$ cat src/sv/odrp_pkg.sv
package odrp_pkg;

  localparam int COORD_W = 32;
  localparam int DIFF_W  = COORD_W + 1;
  localparam int TAN_W   = 17;
  localparam int FRAC_W  = 16;
  localparam int PROD_W  = DIFF_W + TAN_W;
  localparam int LAYER_W = 8;

  localparam int CFG_IDX_W  = 2;
  localparam int CFG_DATA_W = 2;

  // Slope thresholds in Q16.
  localparam logic [TAN_W-1:0] TAN30_Q16 = 17'd37837;
  localparam logic [TAN_W-1:0] TAN60_Q16 = 17'd113512;

  localparam logic [CFG_IDX_W-1:0] CFG_REFRACTION = 2'd0;
  localparam logic [CFG_IDX_W-1:0] CFG_ANY_ANGLE  = 2'd1;

  localparam logic [1:0] MODE_SNAP       = 2'd0;
  localparam logic [1:0] MODE_KNEE_START = 2'd1;

  typedef struct packed {
    logic signed [COORD_W-1:0] start_x;
    logic signed [COORD_W-1:0] start_y;
    logic signed [COORD_W-1:0] target_x;
    logic signed [COORD_W-1:0] target_y;
    logic [LAYER_W-1:0]        layer;
    logic                      swap_way;
  } req_t;

  typedef struct packed {
    logic signed [COORD_W-1:0] x1;
    logic signed [COORD_W-1:0] y1;
    logic signed [COORD_W-1:0] x2;
    logic signed [COORD_W-1:0] y2;
    logic [LAYER_W-1:0]        layer;
    logic                      last;
  } seg_t;

  typedef struct packed {
    seg_t seg0;
    seg_t seg1;
    logic two;
  } plan_t;

  typedef struct packed {
    logic [1:0] refraction_mode;
    logic       any_angle;
  } cfg_t;

endpackage

$ cat src/sv/odrp_if.sv
interface odrp_req_if;
  logic                               valid;
  logic                               ready;
  logic signed [odrp_pkg::COORD_W-1:0] start_x;
  logic signed [odrp_pkg::COORD_W-1:0] start_y;
  logic signed [odrp_pkg::COORD_W-1:0] target_x;
  logic signed [odrp_pkg::COORD_W-1:0] target_y;
  logic [odrp_pkg::LAYER_W-1:0]        layer;
  logic                               swap_way;

  modport source (output valid, start_x, start_y, target_x, target_y, layer, swap_way,
                  input ready);
  modport sink (input valid, start_x, start_y, target_x, target_y, layer, swap_way,
                output ready);
endinterface

interface odrp_seg_if;
  logic                               valid;
  logic                               ready;
  logic signed [odrp_pkg::COORD_W-1:0] seg_x1;
  logic signed [odrp_pkg::COORD_W-1:0] seg_y1;
  logic signed [odrp_pkg::COORD_W-1:0] seg_x2;
  logic signed [odrp_pkg::COORD_W-1:0] seg_y2;
  logic [odrp_pkg::LAYER_W-1:0]        seg_layer;
  logic                               last;

  modport source (output valid, seg_x1, seg_y1, seg_x2, seg_y2, seg_layer, last,
                  input ready);
  modport sink (input valid, seg_x1, seg_y1, seg_x2, seg_y2, seg_layer, last,
                output ready);
endinterface

interface odrp_cfg_if;
  logic                                 valid;
  logic                                 ready;
  logic [odrp_pkg::CFG_IDX_W-1:0]        index;
  logic [odrp_pkg::CFG_DATA_W-1:0]       data;

  modport source (output valid, index, data, input ready);
  modport sink (input valid, index, data, output ready);
endinterface

$ cat src/sv/odrp_plan.sv
module odrp_plan (
  input  odrp_pkg::req_t  req,
  input  odrp_pkg::cfg_t  cfg,
  output odrp_pkg::plan_t plan
);

  localparam int CW = odrp_pkg::COORD_W;
  localparam int DW = odrp_pkg::DIFF_W;
  localparam int PW = odrp_pkg::PROD_W;

  function automatic logic signed [CW-1:0] move_c(input logic signed [CW-1:0] c,
                                                  input logic [DW-1:0] mag,
                                                  input logic neg);
    logic [DW-1:0] ce;
    ce = DW'(c);
    return CW'(neg ? ce - mag : ce + mag);
  endfunction

  logic signed [DW-1:0] dx, dy;
  logic                 nx, ny;
  logic [DW-1:0]        ax, ay, amin;
  logic [PW-1:0]        lhs, rhs30, rhs60;
  logic                 gt30, gt60, way, x_wider;
  logic signed [CW-1:0] ex, ey, kx, ky;
  logic                 leg0, leg1;

  always_comb begin
    dx = DW'(req.target_x) - DW'(req.start_x);
    dy = DW'(req.target_y) - DW'(req.start_y);
    nx = dx[DW-1];
    ny = dy[DW-1];
    ax = nx ? DW'(-dx) : DW'(dx);
    ay = ny ? DW'(-dy) : DW'(dy);
    amin = (ax < ay) ? ax : ay;
    x_wider = ax > ay;

    // Exact slope tests: ay * 2^16 against ax * tan.
    lhs   = PW'(ay) << odrp_pkg::FRAC_W;
    rhs30 = PW'(ax) * PW'(odrp_pkg::TAN30_Q16);
    rhs60 = PW'(ax) * PW'(odrp_pkg::TAN60_Q16);
    gt30  = lhs > rhs30;
    gt60  = lhs > rhs60;

    // Snapped end point.
    ex = req.target_x;
    ey = req.target_y;
    if (ax == '0 || gt60) begin
      ex = req.start_x;
    end else if (gt30) begin
      ex = move_c(req.start_x, amin, nx);
      ey = move_c(req.start_y, amin, ny);
    end else begin
      ey = req.start_y;
    end

    // Knee point.
    way = (cfg.refraction_mode != odrp_pkg::MODE_KNEE_START) ^ req.swap_way;
    if (!way) begin
      if (x_wider) begin
        kx = move_c(req.target_x, ay, !nx);
        ky = req.start_y;
      end else begin
        kx = req.start_x;
        ky = move_c(req.target_y, ax, !ny);
      end
    end else begin
      if (x_wider) begin
        kx = move_c(req.start_x, ay, nx);
        ky = req.target_y;
      end else begin
        kx = req.target_x;
        ky = move_c(req.start_y, ax, ny);
      end
    end
    leg0 = (kx != req.start_x) || (ky != req.start_y);
    leg1 = (kx != req.target_x) || (ky != req.target_y);

    plan.seg0.layer = req.layer;
    plan.seg1.layer = req.layer;
    plan.seg1.x1 = kx;
    plan.seg1.y1 = ky;
    plan.seg1.x2 = req.target_x;
    plan.seg1.y2 = req.target_y;
    plan.seg1.last = 1'b1;
    plan.seg0.x1 = req.start_x;
    plan.seg0.y1 = req.start_y;
    plan.seg0.last = 1'b1;
    plan.two = 1'b0;

    if (cfg.any_angle || (ax == '0 && ay == '0)) begin
      plan.seg0.x2 = req.target_x;
      plan.seg0.y2 = req.target_y;
    end else if (cfg.refraction_mode == odrp_pkg::MODE_SNAP) begin
      plan.seg0.x2 = ex;
      plan.seg0.y2 = ey;
    end else if (leg0 && leg1) begin
      plan.seg0.x2 = kx;
      plan.seg0.y2 = ky;
      plan.seg0.last = 1'b0;
      plan.two = 1'b1;
    end else if (leg0) begin
      plan.seg0.x2 = kx;
      plan.seg0.y2 = ky;
    end else begin
      // Knee sits on the start: only the second leg remains.
      plan.seg0.x2 = req.target_x;
      plan.seg0.y2 = req.target_y;
    end
  end

endmodule

$ cat src/sv/odrp_seg_buf.sv
module odrp_seg_buf (
  input  logic            clk,
  input  logic            rst,
  input  logic            in_valid,
  input  odrp_pkg::plan_t in_plan,
  output logic            take,
  odrp_seg_if.source      seg
);

  logic            full;
  logic            idx;
  odrp_pkg::plan_t held;
  odrp_pkg::seg_t  cur;
  logic            final_beat;
  logic            out_acc;

  always_comb begin
    cur        = idx ? held.seg1 : held.seg0;
    final_beat = !held.two || idx;
    out_acc    = full && seg.ready;
    take       = !full || (seg.ready && final_beat);
  end

  assign seg.valid     = full;
  assign seg.seg_x1    = cur.x1;
  assign seg.seg_y1    = cur.y1;
  assign seg.seg_x2    = cur.x2;
  assign seg.seg_y2    = cur.y2;
  assign seg.seg_layer = cur.layer;
  assign seg.last      = cur.last;

  always_ff @(posedge clk) begin
    if (rst) begin
      full <= 1'b0;
      idx  <= 1'b0;
    end else if (take && in_valid) begin
      full <= 1'b1;
      idx  <= 1'b0;
    end else if (out_acc && !final_beat) begin
      idx <= 1'b1;
    end else if (out_acc) begin
      full <= 1'b0;
      idx  <= 1'b0;
    end
  end

  always_ff @(posedge clk) begin
    if (take && in_valid) begin
      held <= in_plan;
    end
  end

  a_idx_two: assert property (@(posedge clk) disable iff (rst) (full && idx) |-> held.two)
    else $error("second segment selected for a single-segment route");
  a_last_final: assert property (@(posedge clk) disable iff (rst) full |-> (seg.last == final_beat))
    else $error("last mark disagrees with the beat sequence");
  a_step: assert property (@(posedge clk) disable iff (rst)
      (out_acc && !final_beat) |=> (full && idx))
    else $error("second segment lost after the first beat");
  a_load: assert property (@(posedge clk) disable iff (rst) (take && in_valid) |=> (full && !idx))
    else $error("new route not loaded at its first segment");

endmodule

$ cat src/sv/orthogonal_diagonal_route_planner_top.sv
// Route planner: joins a start point to a target point with one or two segments
// running horizontally, vertically or at 45 degrees, or one direct segment under any_angle.
// The req channel carries one route request per beat: start and target points, a layer
// and the swap flag. The seg channel returns one segment per beat, with last set on the
// final segment of each route. The cfg channel writes refraction_mode (index 0) and
// any_angle (index 1); it is always ready and should only be used while the block is idle.
// A request passes through an input register, is planned by combinational logic and
// lands in a two-segment result register, from which its segments are offered on the
// seg channel. A route of one segment needs one seg beat and a knee route two, so while
// the receiver keeps ready high, single-segment routes flow at one request per cycle,
// while knee routes are held back by the single segment per seg beat.
// A new request is taken while the previous route's final segment is being delivered.
// When the receiver stalls, the result register holds its segment steady and the input
// register fills, after which req.ready drops until the result register frees.
// Synchronous reset empties both registers and returns both configuration registers
// to zero (snapped single segment, any-angle off).
module orthogonal_diagonal_route_planner_top (
  input  logic       clk,
  input  logic       rst,
  odrp_req_if.sink   req,
  odrp_seg_if.source seg,
  odrp_cfg_if.sink   cfg
);

  odrp_pkg::cfg_t  cfg_regs;
  odrp_pkg::req_t  s1_req;
  logic            s1_valid;
  logic            buf_take;
  odrp_pkg::plan_t plan;

  // Configuration writes are taken on every beat; unknown indexes are dropped.
  assign cfg.ready = 1'b1;

  always_ff @(posedge clk) begin
    if (rst) begin
      cfg_regs.refraction_mode <= 2'd0;
      cfg_regs.any_angle       <= 1'b0;
    end else if (cfg.valid) begin
      case (cfg.index)
        odrp_pkg::CFG_REFRACTION: cfg_regs.refraction_mode <= cfg.data;
        odrp_pkg::CFG_ANY_ANGLE:  cfg_regs.any_angle       <= cfg.data[0];
        default: ;
      endcase
    end
  end

  // The input register can refill in the same cycle that its content moves on.
  assign req.ready = !s1_valid || buf_take;

  always_ff @(posedge clk) begin
    if (rst) begin
      s1_valid <= 1'b0;
    end else if (req.ready) begin
      s1_valid <= req.valid;
    end
  end

  always_ff @(posedge clk) begin
    if (req.ready && req.valid) begin
      s1_req.start_x  <= req.start_x;
      s1_req.start_y  <= req.start_y;
      s1_req.target_x <= req.target_x;
      s1_req.target_y <= req.target_y;
      s1_req.layer    <= req.layer;
      s1_req.swap_way <= req.swap_way;
    end
  end

  odrp_plan u_plan (
    .req  (s1_req),
    .cfg  (cfg_regs),
    .plan (plan)
  );

  odrp_seg_buf u_seg_buf (
    .clk      (clk),
    .rst      (rst),
    .in_valid (s1_valid),
    .in_plan  (plan),
    .take     (buf_take),
    .seg      (seg)
  );

endmodule

$ cat src/flat_wrapper.sv
// flat-port wrapper written by rule: the top's interface ports become plain ports
module orthogonal_diagonal_route_planner_top_flat 
  (clk, rst, req_valid, req_start_x, req_start_y, req_target_x, req_target_y, req_layer, req_swap_way, req_ready, seg_valid, seg_seg_x1, seg_seg_y1, seg_seg_x2, seg_seg_y2, seg_seg_layer, seg_last, seg_ready, cfg_valid, cfg_index, cfg_data, cfg_ready);
  odrp_req_if req_i ();
  odrp_seg_if seg_i ();
  odrp_cfg_if cfg_i ();
  input  logic clk;
  input  logic rst;
  input wire logic [$bits(req_i.valid)-1:0] req_valid;
  input wire logic [$bits(req_i.start_x)-1:0] req_start_x;
  input wire logic [$bits(req_i.start_y)-1:0] req_start_y;
  input wire logic [$bits(req_i.target_x)-1:0] req_target_x;
  input wire logic [$bits(req_i.target_y)-1:0] req_target_y;
  input wire logic [$bits(req_i.layer)-1:0] req_layer;
  input wire logic [$bits(req_i.swap_way)-1:0] req_swap_way;
  output wire logic [$bits(req_i.ready)-1:0] req_ready;
  output wire logic [$bits(seg_i.valid)-1:0] seg_valid;
  output wire logic [$bits(seg_i.seg_x1)-1:0] seg_seg_x1;
  output wire logic [$bits(seg_i.seg_y1)-1:0] seg_seg_y1;
  output wire logic [$bits(seg_i.seg_x2)-1:0] seg_seg_x2;
  output wire logic [$bits(seg_i.seg_y2)-1:0] seg_seg_y2;
  output wire logic [$bits(seg_i.seg_layer)-1:0] seg_seg_layer;
  output wire logic [$bits(seg_i.last)-1:0] seg_last;
  input wire logic [$bits(seg_i.ready)-1:0] seg_ready;
  input wire logic [$bits(cfg_i.valid)-1:0] cfg_valid;
  input wire logic [$bits(cfg_i.index)-1:0] cfg_index;
  input wire logic [$bits(cfg_i.data)-1:0] cfg_data;
  output wire logic [$bits(cfg_i.ready)-1:0] cfg_ready;
  assign req_i.valid = req_valid;
  assign req_i.start_x = req_start_x;
  assign req_i.start_y = req_start_y;
  assign req_i.target_x = req_target_x;
  assign req_i.target_y = req_target_y;
  assign req_i.layer = req_layer;
  assign req_i.swap_way = req_swap_way;
  assign req_ready = req_i.ready;
  assign seg_valid = seg_i.valid;
  assign seg_seg_x1 = seg_i.seg_x1;
  assign seg_seg_y1 = seg_i.seg_y1;
  assign seg_seg_x2 = seg_i.seg_x2;
  assign seg_seg_y2 = seg_i.seg_y2;
  assign seg_seg_layer = seg_i.seg_layer;
  assign seg_last = seg_i.last;
  assign seg_i.ready = seg_ready;
  assign cfg_i.valid = cfg_valid;
  assign cfg_i.index = cfg_index;
  assign cfg_i.data = cfg_data;
  assign cfg_ready = cfg_i.ready;
  orthogonal_diagonal_route_planner_top u_core (.clk(clk), .rst(rst), .req(req_i), .seg(seg_i), .cfg(cfg_i));
endmodule
$ cat config.mk
export PLATFORM = sky130hd
export DESIGN_NAME = orthogonal_diagonal_route_planner_top_flat
export DESIGN_NICKNAME = d
export VERILOG_FILES = /design/src/sv/odrp_pkg.sv /design/src/sv/odrp_if.sv /design/src/sv/odrp_plan.sv /design/src/sv/odrp_seg_buf.sv /design/src/sv/orthogonal_diagonal_route_planner_top.sv /design/src/flat_wrapper.sv
export SDC_FILE = /design/constraint.sdc
export NUM_CORES = 2
export LEC_CHECK = 0
export ABC_CLOCK_PERIOD_IN_PS = 18540
export BUFFER_PORTS_ARGS = -buffer_cell sky130_fd_sc_hd__buf_2
export CAP_MARGIN = 10
export CORE_UTILIZATION = 59
export DETAILED_ROUTE_END_ITERATION = 10
export HOLD_SLACK_MARGIN = 0.02
export PLACE_DENSITY = 0.8
export SYNTH_ARGS = -nofsm -noshare
export SYNTH_HDL_FRONTEND = slang
export SYNTH_SLANG_ARGS = --single-unit
$ cat constraint.sdc
create_clock -name clk -period 18.54 [get_ports clk]
set_input_delay 0.927 -clock clk [delete_from_list [all_inputs] [get_ports clk]]
set_output_delay 0.927 -clock clk [all_outputs]
set_load 0.02 [all_outputs]
==> out/metrics.csv <==
metric,value,unit
rr_endpoint,u_core.u_seg_buf.held[157],
clock_path_buffers,3,
critPathMaxFanout,52,
finalSetupTns,0,ns
core_area,101000,um^2
cts_root_buf,clkbuf_16,
ys.flop_type,edfxtp_1,
fillers,8166,
syn_inst,6722,
max_cap_viol_count,1,
crit_top_cell,inv_1,
syn_area_per_cell,8.96,um^2
arrival,16.23,ns
drc,0,
cts_resized,0,
num_rows,116,
seq_area_frac_synth,0.203,
grt_pass1_vias,54400,
first_pass_iters,10,
layout.nets,8271,
hp-class,reg -> reg,
cp.required,18.86,ns
crit_type,reg -> reg,
htreeDepth,2,
syn_area,60200,um^2
slowest_delay,0.71,ns
io_buffers,284,
cts_setup_buffers,0,
drt_iter0_markers,7660,
worst_pin_slew,1.54,ns
hold_start,u_core.s1_req[6],
crit_slowest_cell,xnor2_1,
area.sequential,12200,um^2
cts_made_buffers,45,
final_cell_mix,"inv_1 (998), ha_1 (723), a21oi_1 (421)",
multi_input_area,43500,um^2
postSynth.asyncResetShare,0,
skew,0.0316,ns
rr_worst_depth,49,
ant_nets,0,
drv_slew,3,
synthDistinctLibCells,115,
period_minus_slack,15.90,ns
synth_enable_flop_cells,403,
cts.sinks,409,
die_area,103000,um^2
syn2layout_area_growth,8.10,%
dpl.hpwl,209000,um
die_x,321,um
rsz0062_at_grt,no,
cts_hold_buf,0,
overflow,0,
rr_startpoint,u_core.s1_req[112],
yosysWarningCount,0,
clk_pin_slew,0.06,ns
totalWireLength,258000,um
final_common_cell,inv_1,
synth_seq_cells,409,
setup_viol,0,
initial_utilization,0.599,
ios,286,
die_h,321,um
grt_pass1_wl,365000,um
grt_start_max_net_pins,147,
layout-drive-gt1-share,0.102,
antenna_found_initial,8,
status,"finished, violations left",
endpoint_kind,flop,
max_freq,0.0629,GHz
synth_nets,8006,
holdPathStages,0,
clk_latency,0.64,ns
holdPathEnd,u_core.u_seg_buf.held[7],
worstSetupStartpointType,flop,
gp_congestion,1.10,
wl_per_cell,30.8,um
grtUsageTotal,0.488,
viasPerCell,6.77,
hold_viol_final,0,
slew_headroom,-0.0380,
vias,56800,
cts_tree,yes,
violations,"max-capacitance violations, max-slew violations",
regToRegSetupSlack,2.64,ns
fin_crit_sh,0.858,
==> kinds of logic (layout without fill, tap and decap cells) <==
kind of cell | Yosys count | count (layout) | share of synthesized area
AND/OR/NAND/NOR | 1563 | 1563 | 0.128
flip-flops | 409 | 409 | 0.203
other | 1 | 11 | 0.0000623
XOR/XNOR | 562 | 562 | 0.0826
multiplexers | 228 | 228 | 0.0434
adder cells (fa/ha/maj) | 1138 | 1138 | 0.288
AO/OA/AOI/OAI | 1622 | 1622 | 0.178
buffers and inverters | 1199 | 1497 | 0.0764
==> final cells by class <==
| class | instances | area share |
|---|---|---|
| multi-input cells | 5114 | 0.668 |
| flip-flops and latches | 409 | 0.188 |
| inverters | 1002 | 0.0578 |
| repair buffers | 415 | 0.0377 |
| well taps | 1357 | 0.0261 |
| clock buffers | 61 | 0.0182 |
| clock inverters | 19 | 0.00356 |
| diodes | 10 | 0.000384 |
==> layer usage <==
layer	part of all wire	vias to the layer above	GRT usage
met2	0.41	4290	0.707
met5	0.00012	-	0
met1	0.37	27300	0.622
li1	-	24300	-
met3	0.14	960	0.157
met4	0.080	4	0.321
==> stage by stage <==
step	utilization	instances	setup WS [ns]	hold slack (ns)	area (um^2)
2_1_floorplan	-	6722	4.94	0.400	60200
3_3_place_gp	0.633	8296	3.20	0.401	63600
3_5_place_dp	0.633	8296	3.23	0.406	63600
4_1_cts	0.647	8376	3.13	0.423	65100
5_1_grt	0.647	8379	2.01	0.427	65100
6_report	0.647	8387	2.64	0.422	65100
==> worst max-delay path, delay by kind of cell (launching register included) <==
family,cells,cell delay (ns)
buffers and inverters,8,2.00
DFF,1,0.54
xor gates and xnor gates,2,0.80
AOI/OAI and AO/OA,22,6.08
adders and majority gates,9,4.15
and+or+nand+nor,8,1.96
==> worst max path at each step <==
stage / startpoint / to / slack (ns) / cells past startpoint
global placement: u_core.s1_req[110] / u_core.u_seg_buf.held[149] / 3.20 / 46
finish: u_core.s1_req[112] / u_core.u_seg_buf.held[157] / 2.64 / 49
global route: u_core.s1_req[112] / u_core.u_seg_buf.held[165] / 2.01 / 51
detailed placement: u_core.s1_req[112] / u_core.u_seg_buf.held[149] / 3.23 / 46
CTS: u_core.s1_req[112] / u_core.u_seg_buf.held[165] / 3.13 / 46
floorplan: seg_ready / u_core.u_seg_buf.held[0] / 4.94 / 2
==> sequential cells by signal, summed over array words and instances (netlist names) <==
name,count
u_core.u_seg_buf.held,266
u_core.s1_valid,1
u_core.cfg_regs,3
u_core.u_seg_buf.idx,1
u_core.u_seg_buf.seg.valid,1
u_core.s1_req,137
==> synth_stat cells, types with 31 or more instances <==
cell	n	area (um^2)
inv_1	998	3750
ha_1	723	9050
a21oi_1	422	2110
fa_1	415	8310
nor2_1	414	1550
edfxtp_1	403	12100
nand2_1	383	1440
xnor2_1	374	3280
o21ai_0	316	1580
xor2_1	182	1590
a21o_1	137	1030
mux2_2	132	1490
nand3_1	127	636
nor3_1	123	616
clkbuf_1	118	443
mux2i_1	83	831
a211oi_1	82	616
nand4_1	71	444
a31oi_1	69	432
nand2b_1	69	432
o21a_1	67	503
and3_1	60	375
nor2b_1	60	375
o22ai_1	59	369
nor4_1	49	307
o211ai_1	46	345
or3_1	45	282
a2bb2oi_1	44	385
and2_1	42	263
o21bai_1	35	263
buf_1	33	124
buf_2	33	165
o31a_1	31	272
Power is not shown: default switching activity piles up to over one toggle a cycle in this logic, so the estimate is an artifact.
